$ cat src/hw/rtl/bgd_pkg.sv
// ----------------------------------------------------------------------------
// Button gesture detector package
// Shared types and constants: button count, gesture state codes, the layout
// of one per-button memory entry and the event flags of one button.
// ----------------------------------------------------------------------------
package bgd_pkg;

   localparam int NUM_BUTTONS = 11;
   localparam int FIELD_W     = 11;
   localparam int CNT_W       = 4;
   localparam int LIMIT_W     = 4;
   localparam int CSR_IDX_W   = 1;
   localparam int IDX_W       = (NUM_BUTTONS > 1) ? $clog2(NUM_BUTTONS) : 1;
   localparam int PAD_W       = (NUM_BUTTONS > FIELD_W) ? NUM_BUTTONS : FIELD_W;

   localparam logic [LIMIT_W-1:0] LONG_LIMIT_RESET = 4'd12;
   localparam logic [LIMIT_W-1:0] GAP_LIMIT_RESET  = 4'd8;

   // register indexes on the csr port
   localparam logic [CSR_IDX_W-1:0] CSR_LONG_LIMIT = 1'b0;
   localparam logic [CSR_IDX_W-1:0] CSR_GAP_LIMIT  = 1'b1;

   typedef enum logic [7:0] {
      GS_IDLE    = 8'b0000_0001,
      GS_DOWN1   = 8'b0000_0010,
      GS_UP1     = 8'b0000_0100,
      GS_DOWN2   = 8'b0000_1000,
      GS_CLICK   = 8'b0001_0000,
      GS_DCLICK  = 8'b0010_0000,
      GS_LONG    = 8'b0100_0000,
      GS_LONGUP  = 8'b1000_0000
   } gest_state_type;

   typedef struct packed {
      gest_state_type          state;
      logic [CNT_W-1:0]        count;
   } entry_type;

   localparam int ENTRY_W = $bits(entry_type);

   localparam entry_type ENTRY_RESET = '{state: GS_IDLE, count: '0};

   // per-button events after one tick; click sits in bit 0
   typedef struct packed {
      logic second_press;
      logic first_press;
      logic long_release;
      logic long_hold;
      logic dclick;
      logic click;
   } event_type;

   localparam int EVT_N = $bits(event_type);

endpackage

$ cat src/hw/rtl/bgd_ram.sv
// ----------------------------------------------------------------------------
// Generic single-port-write, single-port-read RAM
// One write and one read per cycle, read data registered.
// ----------------------------------------------------------------------------
module bgd_ram #(
   parameter int DEPTH = 16,
   parameter int WIDTH = 8
) (
   input  logic                                      clock,
   input  logic                                      wr_en,
   input  logic [((DEPTH > 1) ? $clog2(DEPTH) : 1)-1:0] wr_addr,
   input  logic [WIDTH-1:0]                          wr_data,
   input  logic                                      rd_en,
   input  logic [((DEPTH > 1) ? $clog2(DEPTH) : 1)-1:0] rd_addr,
   output logic [WIDTH-1:0]                          rd_data
);

   logic [WIDTH-1:0] mem_ff [DEPTH];
   logic [WIDTH-1:0] rd_data_ff;

   always_ff @(posedge clock) begin
      if (wr_en) begin
         mem_ff[wr_addr] <= wr_data;
      end
   end

   always_ff @(posedge clock) begin
      if (rd_en) begin
         rd_data_ff <= mem_ff[rd_addr];
      end
   end

   assign rd_data = rd_data_ff;

endmodule

$ cat src/hw/rtl/bgd_step.sv
// ----------------------------------------------------------------------------
// Gesture step
// Next state and hold count of one button for one tick, plus its event flags.
// ----------------------------------------------------------------------------
module bgd_step (
   input  bgd_pkg::entry_type                    cur,
   input  logic                                  pressed,
   input  logic [bgd_pkg::LIMIT_W-1:0]           long_limit,
   input  logic [bgd_pkg::LIMIT_W-1:0]           gap_limit,
   output bgd_pkg::entry_type                    nxt,
   output bgd_pkg::event_type                    evt
);
   import bgd_pkg::*;

   always_comb begin
      nxt = cur;
      case (cur.state)
         GS_IDLE: begin
            if (pressed) begin
               nxt.state = GS_DOWN1;
            end
         end
         GS_DOWN1, GS_DOWN2: begin
            if (cur.count > long_limit) begin
               nxt.state = GS_LONG;
               nxt.count = '0;
            end else if (pressed) begin
               nxt.count = cur.count + CNT_W'(1);
            end else begin
               nxt.state = (cur.state == GS_DOWN1) ? GS_UP1 : GS_DCLICK;
               nxt.count = '0;
            end
         end
         GS_UP1: begin
            if (cur.count > gap_limit) begin
               nxt.state = GS_CLICK;
               nxt.count = '0;
            end else if (!pressed) begin
               nxt.count = cur.count + CNT_W'(1);
            end else begin
               nxt.state = GS_DOWN2;
               nxt.count = '0;
            end
         end
         GS_LONG: begin
            if (!pressed) begin
               nxt.state = GS_LONGUP;
            end
         end
         default: begin
            // one-tick states fall back to idle
            nxt.state = GS_IDLE;
            nxt.count = '0;
         end
      endcase
   end

   always_comb begin
      evt.click        = (nxt.state == GS_CLICK);
      evt.dclick       = (nxt.state == GS_DCLICK);
      evt.long_hold    = (nxt.state == GS_LONG);
      evt.long_release = (nxt.state == GS_LONGUP);
      evt.first_press  = (nxt.state == GS_DOWN1) && (nxt.count == CNT_W'(1));
      evt.second_press = (nxt.state == GS_DOWN2) && (nxt.count == CNT_W'(1));
   end

endmodule

$ cat src/hw/rtl/button_gesture_detector.sv
// ----------------------------------------------------------------------------
// Button gesture detector
// A new req is accepted as the last entry of the previous sweep is read.
// The state memory is swept one entry a cycle while no finished result is
// held by rsp_stall; entries are read, then written back by the update stage.
// Reset: synchronous; limits return to 12 and 8, every button reads as idle
// with a zero count at once (per-entry valid bits, no clearing pass).
// ----------------------------------------------------------------------------
module button_gesture_detector (
   input  logic                              clock,
   input  logic                              reset,
   input  logic                              csr_wr_en,
   input  logic [bgd_pkg::CSR_IDX_W-1:0]     csr_index,
   input  logic [bgd_pkg::LIMIT_W-1:0]       csr_wr_data,
   input  logic                              req_valid,
   output logic                              req_stall,
   input  logic [bgd_pkg::FIELD_W-1:0]       req_button_levels,
   output logic                              rsp_valid,
   input  logic                              rsp_stall,
   output logic [bgd_pkg::FIELD_W-1:0]       rsp_click_mask,
   output logic [bgd_pkg::FIELD_W-1:0]       rsp_dclick_mask,
   output logic [bgd_pkg::FIELD_W-1:0]       rsp_long_hold_mask,
   output logic [bgd_pkg::FIELD_W-1:0]       rsp_long_release_mask,
   output logic [bgd_pkg::FIELD_W-1:0]       rsp_first_press_mask,
   output logic [bgd_pkg::FIELD_W-1:0]       rsp_second_press_mask
);
   import bgd_pkg::*;

   // configuration
   logic [LIMIT_W-1:0] long_limit_ff, long_limit_in;
   logic [LIMIT_W-1:0] gap_limit_ff, gap_limit_in;

   // sweep (read issue) stage
   logic                   busy_ff, busy_in;
   logic [IDX_W-1:0]       idx_ff, idx_in;
   logic [NUM_BUTTONS-1:0] levels_ff, levels_in;

   // update (write back) stage
   logic                   s1_vld_ff, s1_vld_in;
   logic [IDX_W-1:0]       s1_idx_ff, s1_idx_in;
   logic                   s1_level_ff, s1_level_in;
   logic                   s1_last_ff, s1_last_in;
   logic                   fwd_ff, fwd_in;
   entry_type              fwd_data_ff, fwd_data_in;
   logic                   rd_vld_ff, rd_vld_in;
   logic [NUM_BUTTONS-1:0] entry_vld_ff, entry_vld_in;

   logic [EVT_N-1:0][NUM_BUTTONS-1:0] acc_ff, acc_in;

   // result register
   logic                          rsp_vld_ff, rsp_vld_in;
   logic [EVT_N-1:0][FIELD_W-1:0] rsp_mask_ff, rsp_mask_in;

   logic                   adv;
   logic                   issue;
   logic                   issue_last;
   logic                   accept;
   logic                   wr_en;
   logic [ENTRY_W-1:0]     ram_rdata;
   entry_type              cur_entry;
   entry_type              nxt_entry;
   event_type              evt;
   logic [EVT_N-1:0]       evt_bits;
   logic [PAD_W-1:0]       levels_pad;

   // hold both stages while a finished result cannot leave
   assign adv        = !(s1_vld_ff && s1_last_ff && rsp_vld_ff && rsp_stall);
   assign issue      = busy_ff && adv;
   assign issue_last = issue && (idx_ff == IDX_W'(NUM_BUTTONS - 1));
   assign req_stall  = !(adv && (!busy_ff || issue_last));
   assign accept     = req_valid && !req_stall;
   assign wr_en      = s1_vld_ff && adv;

   assign levels_pad = PAD_W'(req_button_levels);

   always_comb begin
      long_limit_in = long_limit_ff;
      gap_limit_in  = gap_limit_ff;
      if (csr_wr_en) begin
         case (csr_index)
            CSR_LONG_LIMIT: long_limit_in = csr_wr_data;
            CSR_GAP_LIMIT:  gap_limit_in  = csr_wr_data;
            default: ;
         endcase
      end
   end

   always_comb begin
      busy_in   = busy_ff;
      idx_in    = idx_ff;
      levels_in = levels_ff;
      if (accept) begin
         busy_in   = 1'b1;
         idx_in    = '0;
         levels_in = levels_pad[NUM_BUTTONS-1:0];
      end else if (issue_last) begin
         busy_in = 1'b0;
      end else if (issue) begin
         idx_in = idx_ff + IDX_W'(1);
      end
   end

   bgd_ram #(
      .DEPTH (NUM_BUTTONS),
      .WIDTH (ENTRY_W)
   ) u_state_ram (
      .clock   (clock),
      .wr_en   (wr_en),
      .wr_addr (s1_idx_ff),
      .wr_data (nxt_entry),
      .rd_en   (issue),
      .rd_addr (idx_ff),
      .rd_data (ram_rdata)
   );

   // forward the write when the same entry is read in that cycle
   always_comb begin
      if (fwd_ff) begin
         cur_entry = fwd_data_ff;
      end else if (rd_vld_ff) begin
         cur_entry = entry_type'(ram_rdata);
      end else begin
         cur_entry = ENTRY_RESET;
      end
   end

   bgd_step u_step (
      .cur        (cur_entry),
      .pressed    (s1_level_ff),
      .long_limit (long_limit_ff),
      .gap_limit  (gap_limit_ff),
      .nxt        (nxt_entry),
      .evt        (evt)
   );

   assign evt_bits = evt;

   always_comb begin
      s1_vld_in    = s1_vld_ff;
      s1_idx_in    = s1_idx_ff;
      s1_level_in  = s1_level_ff;
      s1_last_in   = s1_last_ff;
      fwd_in       = fwd_ff;
      fwd_data_in  = fwd_data_ff;
      rd_vld_in    = rd_vld_ff;
      entry_vld_in = entry_vld_ff;
      if (adv) begin
         s1_vld_in   = issue;
         s1_idx_in   = idx_ff;
         s1_level_in = levels_ff[idx_ff];
         s1_last_in  = issue_last;
         fwd_in      = wr_en && issue && (s1_idx_ff == idx_ff);
         fwd_data_in = nxt_entry;
         rd_vld_in   = entry_vld_ff[idx_ff];
      end
      if (wr_en) begin
         entry_vld_in[s1_idx_ff] = 1'b1;
      end
   end

   // shift each event in from the top: after a full sweep bit i is button i
   always_comb begin
      acc_in = acc_ff;
      if (wr_en) begin
         for (int e = 0; e < EVT_N; e++) begin
            acc_in[e] = NUM_BUTTONS'({evt_bits[e], acc_ff[e]} >> 1);
         end
      end
   end

   always_comb begin
      logic [PAD_W-1:0] acc_pad;
      rsp_vld_in  = rsp_vld_ff && rsp_stall;
      rsp_mask_in = rsp_mask_ff;
      acc_pad     = '0;
      if (wr_en && s1_last_ff) begin
         rsp_vld_in = 1'b1;
         for (int e = 0; e < EVT_N; e++) begin
            acc_pad        = PAD_W'(acc_in[e]);
            rsp_mask_in[e] = acc_pad[FIELD_W-1:0];
         end
      end
   end

   always_ff @(posedge clock) begin
      if (reset) begin
         long_limit_ff <= LONG_LIMIT_RESET;
         gap_limit_ff  <= GAP_LIMIT_RESET;
         busy_ff       <= 1'b0;
         idx_ff        <= '0;
         s1_vld_ff     <= 1'b0;
         s1_last_ff    <= 1'b0;
         fwd_ff        <= 1'b0;
         rd_vld_ff     <= 1'b0;
         entry_vld_ff  <= '0;
         rsp_vld_ff    <= 1'b0;
      end else begin
         long_limit_ff <= long_limit_in;
         gap_limit_ff  <= gap_limit_in;
         busy_ff       <= busy_in;
         idx_ff        <= idx_in;
         s1_vld_ff     <= s1_vld_in;
         s1_last_ff    <= s1_last_in;
         fwd_ff        <= fwd_in;
         rd_vld_ff     <= rd_vld_in;
         entry_vld_ff  <= entry_vld_in;
         rsp_vld_ff    <= rsp_vld_in;
      end
   end

   always_ff @(posedge clock) begin
      levels_ff   <= levels_in;
      s1_idx_ff   <= s1_idx_in;
      s1_level_ff <= s1_level_in;
      fwd_data_ff <= fwd_data_in;
      acc_ff      <= acc_in;
      rsp_mask_ff <= rsp_mask_in;
   end

   assign rsp_valid             = rsp_vld_ff;
   assign rsp_click_mask        = rsp_mask_ff[0];
   assign rsp_dclick_mask       = rsp_mask_ff[1];
   assign rsp_long_hold_mask    = rsp_mask_ff[2];
   assign rsp_long_release_mask = rsp_mask_ff[3];
   assign rsp_first_press_mask  = rsp_mask_ff[4];
   assign rsp_second_press_mask = rsp_mask_ff[5];

endmodule

$ cat config.mk
export PLATFORM = sky130hd
export DESIGN_NAME = button_gesture_detector
export DESIGN_NICKNAME = d
export VERILOG_FILES = /design/src/hw/rtl/bgd_pkg.sv /design/src/hw/rtl/bgd_ram.sv /design/src/hw/rtl/bgd_step.sv /design/src/hw/rtl/button_gesture_detector.sv
export SDC_FILE = /design/constraint.sdc
export NUM_CORES = 1
export LEC_CHECK = 0
export BUFFER_PORTS_ARGS = -buffer_cell sky130_fd_sc_hd__buf_4
export CAP_MARGIN = 20
export CORE_MARGIN = 1.5
export CORE_UTILIZATION = 47
export DETAILED_ROUTE_END_ITERATION = 7
export RECOVER_POWER = 50
export SLEW_MARGIN = 20
export SYNTH_ARGS = -nofsm -noshare
export SYNTH_HDL_FRONTEND = slang
export SYNTH_HIERARCHICAL = 1
export SYNTH_SLANG_ARGS = --single-unit
export TNS_END_PERCENT = 50
$ cat constraint.sdc
create_clock -name clock -period 5.4 [get_ports clock]
set_input_delay 0.54 -clock clock [delete_from_list [all_inputs] [get_ports clock]]
set_output_delay 0.54 -clock clock [all_outputs]
set_load 0.02 [all_outputs]
Word-level counts from Yosys, hierarchy flattened
Memory sizes are Yosys's and may differ from the RTL's. A register that Yosys moved wholly into a read port is not among the register bits. Cells that the tools add are included.

Latch bits: 0. Memory bits (writable): 132. Output and inout bits: 68. Register bits after elaboration: 189. ROM bits: 0. Input port bits: 21. Memories kept: 1. Logic and storage cells: 103.

Memory list: u_state_ram.mem_ff (words 11, bits a word 12, rd ports 1, clocked after memory_dff 1, wr ports 1, line bgd_ram.sv:18) `logic [WIDTH-1:0] mem_ff [DEPTH];`.

Shifts and indexed selects: 0. Multipliers: 0. Mux-type cells: 25. Magnitude comparators: 5. $add $sub $neg: 2. Bitwise gates (word level): 3. Equal/unequal tests: 14. Reduce and logical (&&, ||, !) cells: 26. Divide/modulo/power cells: 0.

Operators by type and width (number): 66-bit 2-to-1 mux (1); 12-bit 2-to-1 mux (4); 8-bit 2-to-1 mux (4); 8-bit one-hot mux with 4 select lines (1); 8-bit by 2-bit == test with 1-bit output (second input constant) (2); 8-bit by 4-bit == test with 1-bit output (second input constant) (2); 8-bit by 7-bit == test with 1-bit output (second input constant) (2); 1-bit logical AND (15); 4-bit one-hot mux with 3 select lines (1); 11-bit bitwise OR (1); 4-bit by 5-bit < comparator with 1-bit output (second input constant) (2); 4-bit by 1-bit adder with 4-bit output (second input constant) (2); 1-bit binary-select mux with 4-bit select (2); 8-bit by 1-bit == test with 1-bit output (second input constant) (1); 8-bit by 3-bit == test with 1-bit output (second input constant) (1); 8-bit by 5-bit == test with 1-bit output (second input constant) (1); 8-bit by 6-bit == test with 1-bit output (second input constant) (1); 8-bit == test (second input constant) (1); 4-bit greater-than comparator (2); 1-bit 2-to-1 mux (8); 4-bit 2-to-1 mux (2); 6-bit 2-to-1 mux (1); 2-bit AND reduction (3); 2-bit OR reduction (3); other kinds (9) (12).

Depth between registers and ports, before layout
Gate-level depths: netlist (run 1).

Depth after elaboration: 10. Gate-level depth with buffers: 12. Gate-level depth less buffers: 11.

Cells and area by module
The synthesis (run 1) kept the hierarchy.

Modules (own cells, without submodules): button_gesture_detector (seq. area each 4724.5 µm², cells an instance 403, area an instance 6495.0 µm², instances 1); bgd_ram (seq. area each 4324.1 µm², cells an instance 301, area an instance 5683.0 µm², instances 1); bgd_step (seq. area each 0.0 µm², cells an instance 94, area an instance 664.4 µm², instances 1).

Least setup slack after synthesis (run 1)
No wires, ideal clock.

Path kind: register to register. Start point: reg s1_vld_ff. End point: reg rsp_mask_ff, in the netlist rsp_click_mask[0], enable pin. Path slack: 1.153 ns. Arrival time: 3.735 ns. Setup time: 0.512 ns. Data required time: 4.888 ns. Path buffers: 0. Cell stages (with the launch flop): 3. Period minus slack after synthesis: 4.247 ns. Cell sequence: dfxtp_1 -> nand2_1 -> a21oi_1.

Longest elaborated chain between the ends: 6.

Ends and longest elaborated chain: from (decl) (line button_gesture_detector.sv:39) `logic s1_vld_ff, s1_vld_in;`; from (signal assigned) (line button_gesture_detector.sv:202) `s1_vld_ff <= s1_vld_in;`; 1-bit logical AND (3 in series) (line button_gesture_detector.sv:67) `assign adv = !(s1_vld_ff && s1_last_ff && rsp_vld_ff && rsp_stall);`; 1-bit logical NOT (line button_gesture_detector.sv:67); 1-bit logical AND (*) (line button_gesture_detector.sv:72) `assign wr_en = s1_vld_ff && adv;`; 1-bit logical AND (*) (line button_gesture_detector.sv:176) `if (wr_en && s1_last_ff) begin`; to (signal assigned) (line button_gesture_detector.sv:217) `rsp_mask_ff <= rsp_mask_in;`; to (decl) (line button_gesture_detector.sv:52) `logic [EVT_N-1:0][FIELD_W-1:0] rsp_mask_ff, rsp_mask_in;`.

Every way passes the cells marked *; elsewhere a longest branch is shown, timed or not. A chain may end at the register's enable or synchronous reset.

Worst setup path after layout (run 1)
Start point: reg idx_ff[1]. End point: out req_stall.

Longest elaborated chain between the ends: 5.

Ends and longest elaborated chain: from (decl) (line button_gesture_detector.sv:35) `logic [IDX_W-1:0] idx_ff, idx_in;`; from (signal assigned) (line button_gesture_detector.sv:201) `idx_ff <= idx_in;`; 4-bit == test (line button_gesture_detector.sv:69) `assign issue_last = issue && (idx_ff == IDX_W'(NUM_BUTTONS - 1));`; 1-bit logical AND (line button_gesture_detector.sv:69); 1-bit logical OR (line button_gesture_detector.sv:70) `assign req_stall = !(adv && (!busy_ff || issue_last));`; 1-bit logical AND (line button_gesture_detector.sv:70); 1-bit logical NOT (line button_gesture_detector.sv:70); to (decl) (line button_gesture_detector.sv:16) `output logic req_stall,`.

Every way passes these cells.

==> metrics, run 1 <==
final setup vio count=0; Post-Route WL=25.3 mm; total vias in the final route=6963; first-pass GRT wire length=39.1 mm; Synth Area in Adders=1.07%; Startpoint Class=flip-flop; RSZ-0062 raised after global routing=false; delay-heaviest family, CP=buffers and inverters; maxcap violations=3; initial drt markers=562; GRT Total Usage=18.0%; Synth Area in Simple Gates=6.08%; htree depth=2; Critical path buffers and inverters=3; Clk Tree Root Cell=clkbuf_16; clk_lat worst skew=0.52 ns; failing checks=max-capacitance violations, max-slew violations; Design Area, Final=14700 sq um; die area=28300 sq um; power density over the cells=370 nW/um^2; share of layout cells above drive strength 1=22.1%; total CTS buffers=36; worst-path cell chain=clkbuf_1 -> ha_1 -> nand3b_1 -> a21oi_1 -> inv_1 -> buf_4; clock transition at the registers of the reported paths=0.06 ns; worst min path class=in2reg; commonest non-fill, non-tap cells in the layout=edfxtp_1, dfxtp_1, mux2_2; crit path DAT=3.42 ns; drt first pass iters=5; Non-Filler Instances=1267; Pleak=0.00521 uW; Slew Viols, Final=140; Die X=168 microns; DR WL/cell=20.0 microns; commonest non-fill, non-tap cell in the layout=edfxtp_1; outcome=finished, violations left; GRT Residual Overflow=0; EDFF count, synth=238; largest net degree at the start of global routing=68; Detail Route met2 WL=11.9 mm; Post-Syn Nets=830; Syn Area/Cell=16.1 sq um; post-synthesis cell area=12800 sq um; FP Rows=60; slowest CP cell=clkbuf_1; vias in the first global route=7075; count of cell types in the netlist=61; DR DRC count=0; ys async rst share=0%; Sinks on Clock Net=333; post-CTS sizing=0; TNS Setup=0 ns; mux share of post-synthesis cell area=12.4%; met1 WL=11.6 mm; worst-case clock skew=0.0244 ns; share of the synthesized area in the top cell type=55.7%; CP max FO=40; slew margin rel.=-142%; CP endpoint kind=primary output; CTS tree=yes; drt via density=5.50; dpl cell area=13700 sq um; Area Overhead vs Synth=14.5%; Post-Syn Instances=798; Detailed Place HPWL=15.4 mm; Die Span Y=168 microns; ANT nets after route=0; Nets=931; #FFs+latches synth=333; Max Clk Rate=253 MHz; gp weighted congestion=0.854; Ports=89; yosys warns=6; Setup CP Type=reg2out; xor/xnor share of the synthesized area=0.682%; Data required, critical path=4.86 ns; dpl cells=1201; Port-buffer cells=88; fin crit period=3.96 ns; core area=26900 sq um; WL met3=1.18 mm; Synth Area in Compound Gates=6.49%; initial antenna violation count=0; VDD IR max=0.313 mV; Final Hold Viols=0; synth top area cells=edfxtp_1, dfxtp_1, mux2_2; Antenna Cells=0; CP peak stage delay=1.51 ns; cell taking the most area after synthesis=edfxtp_1; Top FF cell, synth=edfxtp_1; worst-margin pin slew=3.63 ns; Initial Util=47.8%; proportion of synthesized chip area in sequential cells=70.5%; CTS Buffer Depth=3; Setup Buffers After CTS=0; main combinational cell family by area after synthesis=multiplexers; CTS Hold Bufs=0; post-route clock period utilization=73.3%; Highest Signal Layer=met4
cell families (layout without fill, tap and decap cells):
kind of cell / Yosys count / count (layout)
flip-flops: 333 / 333
AND/OR/NAND/NOR: 138 / 138
XOR/XNOR: 10 / 10
adder cells (fa/ha/maj): 11 / 11
AO/OA/AOI/OAI: 115 / 115
buffers and inverters: 51 / 179
multiplexers: 140 / 140
sequential cells by signal, summed over array words and instances (netlist names), 11 cells and up:
register               cells
rsp_click_mask            11
rsp_dclick_mask           11
rsp_long_release_mask     11
rsp_second_press_mask     11
u_state_ram/rd_data       12
entry_vld_ff              11
u_state_ram/mem_ff       132
levels_ff                 11
rsp_first_press_mask      11
acc_ff                    66
fwd_data_ff               12
rsp_long_hold_mask        11
power by group:
| part | internal, uW | total [uW] | switching, uW |
|---|---|---|---|
| Clock | 1510 | 2450 | 942 |
| Sequential | 2760 | 2790 | 26.4 |
| Combinational | 83.5 | 199 | 115 |
| Total | 4350 | 5440 | 1080 |
through the flow:
stage               hold slack, ns  util, %  setup slack (ns)  power, uW
finish                       0.216     54.7              1.44       5440
detailed placement           0.455     51.1              1.67       3040
CTS                          0.186     55.7              1.66       5490
floorplan                    0.428        -              1.15       2990
global route                 0.205     54.7              1.20       5610
global placement             0.440     51.1              1.80       3030
Yosys cell counts (3+ instances only):
library cell	instances
dfxtp_1	95
xor2_1	6
nand2b_1	21
xnor2_1	4
nand2_1	18
edfxtp_1	238
clkbuf_8	3
nor2_1	38
o211ai_1	14
buf_6	9
o21ai_0	7
o31ai_1	9
inv_1	12
buf_2	9
o31ai_2	3
buf_4	3
nor2b_1	11
a31oi_1	3
a22o_1	22
nand3b_1	5
ha_1	11
nor3_1	8
clkbuf_1	11
o22ai_1	15
a21oi_1	28
and2_1	4
nand3_1	8
mux2i_1	34
mux2_2	102
mux4_1	4
and3_1	3
path summary, 6_finish.rpt:
path         cells after the start                      to                 start  slack [ns]
min                              1            levels_ff[2]  req_button_levels[2]        0.22
max                              6               req_stall             idx_ff[1]        1.44
min reg2reg                      2         entry_vld_ff[5]       entry_vld_ff[5]        0.46
max reg2reg                      4  u_state_ram/rd_data[9]             idx_ff[1]        1.46
cell type report:
type	count	area [sq um]
multi-input cells	414	3470
flip-flops and latches	333	9050
repair buffers	101	495
well taps	341	427
clock buffers	46	1040
fillers	2187	12200
inverters	13	50.0
clock inverters	19	179
metal layers:
metal | track usage [%] | vias up
met5 | 0 | -
met4 | 4.93 | 0
met3 | 3.08 | 37
met2 | 30.2 | 181
met1 | 24.3 | 3481
li1 | - | 3264
(Power assumes the default switching activity.)
==> run 2: changes to the inputs <==
- PLACE_DENSITY: not set -> 0.67
- clock period: 5.4 -> 3.6 ns (I/O delays scaled with it)
==> run 2 against run 1 <==
Effect of this change: the run still ends with max-capacitance violations, max-slew violations left; clock power increased by 44%; critical path depth is 4 higher; non-clock buffer count grew 20; combinational power rose by 46%; clock-buffer cell count increased by 3; global-route usage is 1.4 points lower; die area unchanged; critical endpoint is now u_state_ram/mem_ff[2][3].
==> metrics, run 2 (synthesis gave the netlist of run 1 again) <==
setup slack after layout=0.348 ns (-1.09 ns); share of layout cells above drive strength 1=22.4% (+0.30 points); Setup CP Type=reg2reg; CTS Hold Bufs=0 (unchanged); worst-margin pin slew=1.77 ns (-1.86 ns); Clk Tree Root Cell=clkbuf_16; CP peak stage delay=0.45 ns (-1.06 ns); delay-heaviest family, CP=compound AO/OA/AOI/OAI gates; CP max FO=12 (-70%); Data required, critical path=3.80 ns (-1.06 ns); commonest non-fill, non-tap cell in the layout=edfxtp_1; Post-Route WL=23.6 mm (-6.7%); Slew Viols, Final=193 (+38%); gp weighted congestion=0.801 (-6.2%); final setup vio count=0 (unchanged); CTS tree=yes; CP endpoint kind=flip-flop; RSZ-0062 raised after global routing=false; power density over the cells=544 nW/um^2 (+47%); min-delay src=req_button_levels[3]; vias in the first global route=6899 (-2.5%); clock transition at the registers of the reported paths=0.05 ns (about the same); total vias in the final route=6951 (-0.17%); Final Hold Viols=0 (unchanged); worst min path class=in2reg; fin crit period=3.25 ns; fillcell total=2210 (+1.1%); worst-path cell chain=nor2b_2 -> a22o_1 -> inv_1 -> ha_1 -> and4_1 -> a21oi_1 -> buf_4 -> o32ai_4 -> and3_2 -> a221o_1; Reg-to-Reg End=u_state_ram/mem_ff[2][3]; TNS Setup=0 ns (unchanged); worst-case clock skew=0.0140 ns (-0.0104 ns); DR DRC count=0 (unchanged); post-layout util=54.8% (about the same); Nets=950 (+2.0%); core area=26900 sq um (unchanged); total CTS buffers=35 (-2.8%); first-pass GRT wire length=36.5 mm (-6.6%); Die Span Y=168 microns (unchanged); hold depth=1 (unchanged); FP Rows=60 (unchanged); commonest non-fill, non-tap cells in the layout=edfxtp_1, mux2_2, dfxtp_1; largest net degree at the start of global routing=67 (-1.5%); Sinks on Clock Net=333 (unchanged); CTS Buffer Depth=3 (unchanged); Setup Buffers After CTS=0 (unchanged); biggest regs=u_state_ram/mem_ff x132, acc_ff x66; initial drt markers=471 (-16%); DR WL/cell=18.3 microns (-8.0%); crit path DAT=3.45 ns (+0.03 ns); maxcap violations=4 (+1); slew margin rel.=-18.3% (+120 points); drt via density=5.41 (-1.6%); Pleak=0.00522 uW (+0.12%); htree depth=2 (unchanged); outcome=finished, violations left; Ports=89 (unchanged); reg2reg path depth=10 (+6); Die X=168 microns (unchanged); GRT Residual Overflow=0 (unchanged); most flop-heavy register=u_state_ram/mem_ff; Port-buffer cells=88 (unchanged); post-route clock period utilization=90.3%; max FFs per register=132 (unchanged); Worst R2R Setup Slack=0.35 ns (-1.11 ns); GRT Total Usage=16.7% (-1.4 points); clk_lat worst skew=0.52 ns (about the same); drt first pass iters=4 (-1); failing checks=max-capacitance violations, max-slew violations; initial antenna violation count=0 (unchanged); RR Startpoint=rd_vld_ff; slowest CP cell=nor2b_2; ANT nets after route=0 (unchanged); Max Clk Rate=307 MHz; Hold Crit Endpoint=levels_ff[3]; Antenna Cells=0 (unchanged); VDD IR max=0.356 mV (+13%); Initial Util=47.8% (unchanged); Place WS=-0.0655 ns (-1.74 ns); die area=28300 sq um (unchanged); Detailed Place HPWL=14.4 mm (-6.2%); Critical path buffers and inverters=2 (-1); Area Overhead vs Synth=14.6% (about the same); Startpoint Class=flip-flop
-- run 2: changes by cell type in the layout (fill, tap and decap cells not counted), sizes merged --
cell    delta
clkinv     -5
clkbuf    +14
bufinv     -1
inv        +2
buf        +9
-- run 2: how the worst max path moves through the flow --
| stage | end | start | cells after the start | slack (ns) |
|---|---|---|---|---|
| after floorplan | rsp_second_press_mask[10] | fwd_ff | 10 | 0.48 |
| after global placement | u_state_ram/mem_ff[9][2] | rd_vld_ff | 9 | 0.09 |
| after detailed placement | u_state_ram/mem_ff[2][2] | rd_vld_ff | 8 | -0.07 |
| after CTS | u_state_ram/mem_ff[2][3] | rd_vld_ff | 10 | 0.10 |
| after global routing | u_state_ram/mem_ff[3][3] | rd_vld_ff | 10 | 0.14 |
| final | u_state_ram/mem_ff[2][3] | rd_vld_ff | 10 | 0.35 |
-- run 2: area by class of cell --
cell class / count / area, sq um / share of cell area (%)
clock buffer: 49 / 1010 / 6.88
clock inverter: 15 / 140 / 0.952
inverter: 13 / 50.0 / 0.340
multi-input combinational: 414 / 3440 / 23.4
sequential: 333 / 9050 / 61.5
tap: 341 / 427 / 2.90
timing repair buffer: 121 / 602 / 4.09
-- run 2: through the flow --
stage          hold slack (ns)  power (uW)  instance area (sq um)  cells
3_3_place_gp             0.441        4560                  13900   1222
5_1_grt                 0.0357        8270                  14700   1286
2_1_floorplan            0.428        4490                  12800    798
6_report                0.0479        8010                  14700   1286
4_1_cts                 0.0124        8100                  15000   1286
3_5_place_dp             0.450        4560                  13900   1222
-- run 2: where the power goes --
group	total [uW]	leakage [uW]	switching [uW]	internal [uW]
combinational	290	0.00161	160	130
clock	3530	0.000570	1410	2120
sequential	4190	0.00304	48.9	4140
-- run 2: routing by layer --
metal / vias up / part of all wire [%] / track usage, %
li1: 3300 / - / -
met1: 3433 / 44 / 21.1
met2: 178 / 49 / 29.2
met3: 40 / 5.2 / 2.84
met4: 0 / 2.2 / 5.32
met5: - / 0 / 0
-- run 2: repair_timing --
action | 4_1_cts | 5_1_grt
setup endpoints to repair | 24 | 25
endpoints found under the hold margin | 0 | 0
resized for setup | 2 | 1
==> run 3: changes to the inputs <==
- clock period: 3.6 -> 2.75 ns (I/O delays scaled with it)
==> run 3 against run 2 <==
Effect of this change: the flow finishes with violations (max-capacitance violations, max-slew violations, negative setup slack); highest routed layer unchanged; cell count is 4.3% higher; total power grew 30%; fmax grew 6.5%.
==> metrics, run 3 (synthesis gave the netlist of run 1 again) <==
outcome=finished, violations left; failing checks=max-capacitance violations, max-slew violations, negative setup slack; worst-path cell chain=buf_8 -> a22o_1 -> or3_4 -> nand2b_4 -> or4b_4 -> o32ai_4 -> buf_4 -> mux2i_2 -> and3b_1 -> mux2_2; power density over the cells=678 nW/um^2 (+25%); initial antenna violation count=1 (+1); Design Area, Final=15300 sq um (+4.0%); initial drt markers=459 (-2.5%); hold_ws=0.0174 ns (-0.0305 ns); Ports=89 (unchanged); first-pass GRT wire length=37.8 mm (+3.6%); clock transition at the registers of the reported paths=0.06 ns (about the same); worst-margin pin slew=1.66 ns (-0.113 ns); commonest non-fill, non-tap cells in the layout=edfxtp_1, mux2_2, dfxtp_1; Post-Route WL=24.4 mm (+3.3%); Initial Util=47.8% (unchanged); Port-buffer cells=88 (unchanged); Max Clk Rate=328 MHz (+6.5%); Startpoint Class=flip-flop; FF/Latch Area=9050 sq um (about the same); share of layout cells above drive strength 1=25.8% (+3.4 points); RSZ-0062 raised after global routing=true; Die Span Y=168 microns (unchanged); worst-case clock skew=0.0101 ns (-0.00391 ns); fillcell total=2157 (-2.4%); CP endpoint kind=flip-flop; die area=28300 sq um (unchanged); combined area of the multi-input logic cells=3570 sq um (+3.9%); Clk Tree Root Cell=clkbuf_16; Data required, critical path=3.00 ns (-0.80 ns); DR WL/cell=18.2 microns (-0.90%); post-layout util=56.9% (+2.2 points); crit path DAT=3.31 ns (-0.14 ns); GRT Total Usage=17.2% (+0.52 points); FP Rows=60 (unchanged); slew margin rel.=-10.8% (+7.5 points); CTS Buffer Depth=3 (unchanged); largest net degree at the start of global routing=67 (unchanged); most flop-heavy register=u_state_ram/mem_ff; Nets=1005 (+5.8%); maxcap violations=1 (-3); max FFs per register=132 (unchanged); Sinks on Clock Net=333 (unchanged); CTS tree=yes; post-route clock period utilization=111% (+21 points); Final Hold Viols=0 (unchanged); total power=10400 uW (+30%); fin crit period=3.05 ns (-0.199 ns); GRT Residual Overflow=0 (unchanged); DR DRC count=0 (unchanged); drt via density=5.37 (-0.65%); clk_lat worst skew=0.51 ns (about the same); Slew Viols, Final=32 (-83%); Pleak=0.00552 uW (+5.7%); htree depth=2 (unchanged); total CTS buffers=37 (+5.7%); Die X=168 microns (unchanged); VDD IR max=0.483 mV (+36%); drt first pass iters=5 (+1); final setup vio count=16 (+16); Area Overhead vs Synth=19.2%; Antenna Cells=0 (unchanged); core area=26900 sq um (unchanged); biggest regs=u_state_ram/mem_ff x132, acc_ff x66; commonest non-fill, non-tap cell in the layout=edfxtp_1; CP max FO=8 (-4); Setup CP Type=reg2reg; vias in the first global route=7238 (+4.9%); dpl cell area=14200 sq um (+2.0%); ANT nets after route=0 (unchanged); setup slack after layout=-0.303 ns (-0.651 ns); worst min path class=in2reg; gp weighted congestion=0.768 (-4.2%); slowest CP cell=or4b_4; total vias in the final route=7201 (+3.6%); Detailed Place HPWL=14.8 mm (+2.5%); CP peak stage delay=0.51 ns (+0.06 ns)
-- run 3: cell types whose count changed in the layout (fill, tap and decap cells not counted), sizes merged --
cell         previous run  this run
buf                    28        65
dlygate4sd3             0        14
clkinvlp                1         4
bufinv                  2         0
a221o                   1         2
clkinv                 11        12
inv                    14        13
nor2b                  11        12
o22a                    2         3
-- run 3: area by class of cell --
type,instances,area share (%)
tap,341,2.79
inverter,13,0.327
multi-input combinational,417,23.4
sequential,333,59.2
clock inverter,16,0.564
timing repair buffer,171,7.15
clock buffer,50,6.65
-- run 3: path summary, 6_finish.rpt --
path,from,end,slack (ns),depth (start not counted)
hold / removal,csr_wr_data[1],long_limit_ff[1],0.02,3
setup reg to reg,fwd_ff,rsp_second_press_mask[10],-0.30,10
setup / recovery,fwd_ff,rsp_second_press_mask[10],-0.30,10
hold reg to reg,gap_limit_ff[1],gap_limit_ff[1],0.46,2
-- run 3: worst max-delay path, delay by kind of cell (launching register included) --
family | cells | cell delay [ns]
flops | 1 | 0.36
mux | 2 | 0.47
buf+inv | 2 | 0.28
compound gates | 2 | 0.45
simple gates | 4 | 1.23
-- run 3: routing by layer --
| metal | global-route usage (%) | routed length (microns) | vias to the layer above |
|---|---|---|---|
| met4 | 5.12 | 502 | 0 |
| met3 | 3.60 | 1430 | 42 |
| li1 | - | - | 3415 |
| met1 | 21.8 | 10600 | 3544 |
| met2 | 29.7 | 11900 | 200 |
| met5 | 0 | 0 | - |
-- run 3: power breakdown --
| group | internal [uW] | switching (uW) |
|---|---|---|
| logic | 232 | 259 |
| registers | 5420 | 39.5 |
| clock network | 2600 | 1830 |
| total | 8250 | 2130 |
-- run 3: through the flow --
stage          worst slack, ns  cells  setup TNS (ns)
2_1_floorplan           -0.374    798          -10.08
3_3_place_gp            -0.573   1249          -29.29
3_5_place_dp            -0.748   1249          -39.19
4_1_cts                 -0.350   1335           -5.44
5_1_grt                 -0.392   1341           -6.17
6_report                -0.303   1341           -2.36
-- run 3: repair_timing --
item | in CTS | in global routing
hold endpoints to repair | 14 | 0
resized for setup | 9 | 22
pin swaps | 2 | 7
buffers inserted | 6 | 3
hold buffers | 14 | 0
gates cloned | 0 | 3
endpoints found under the setup margin | 128 | 121
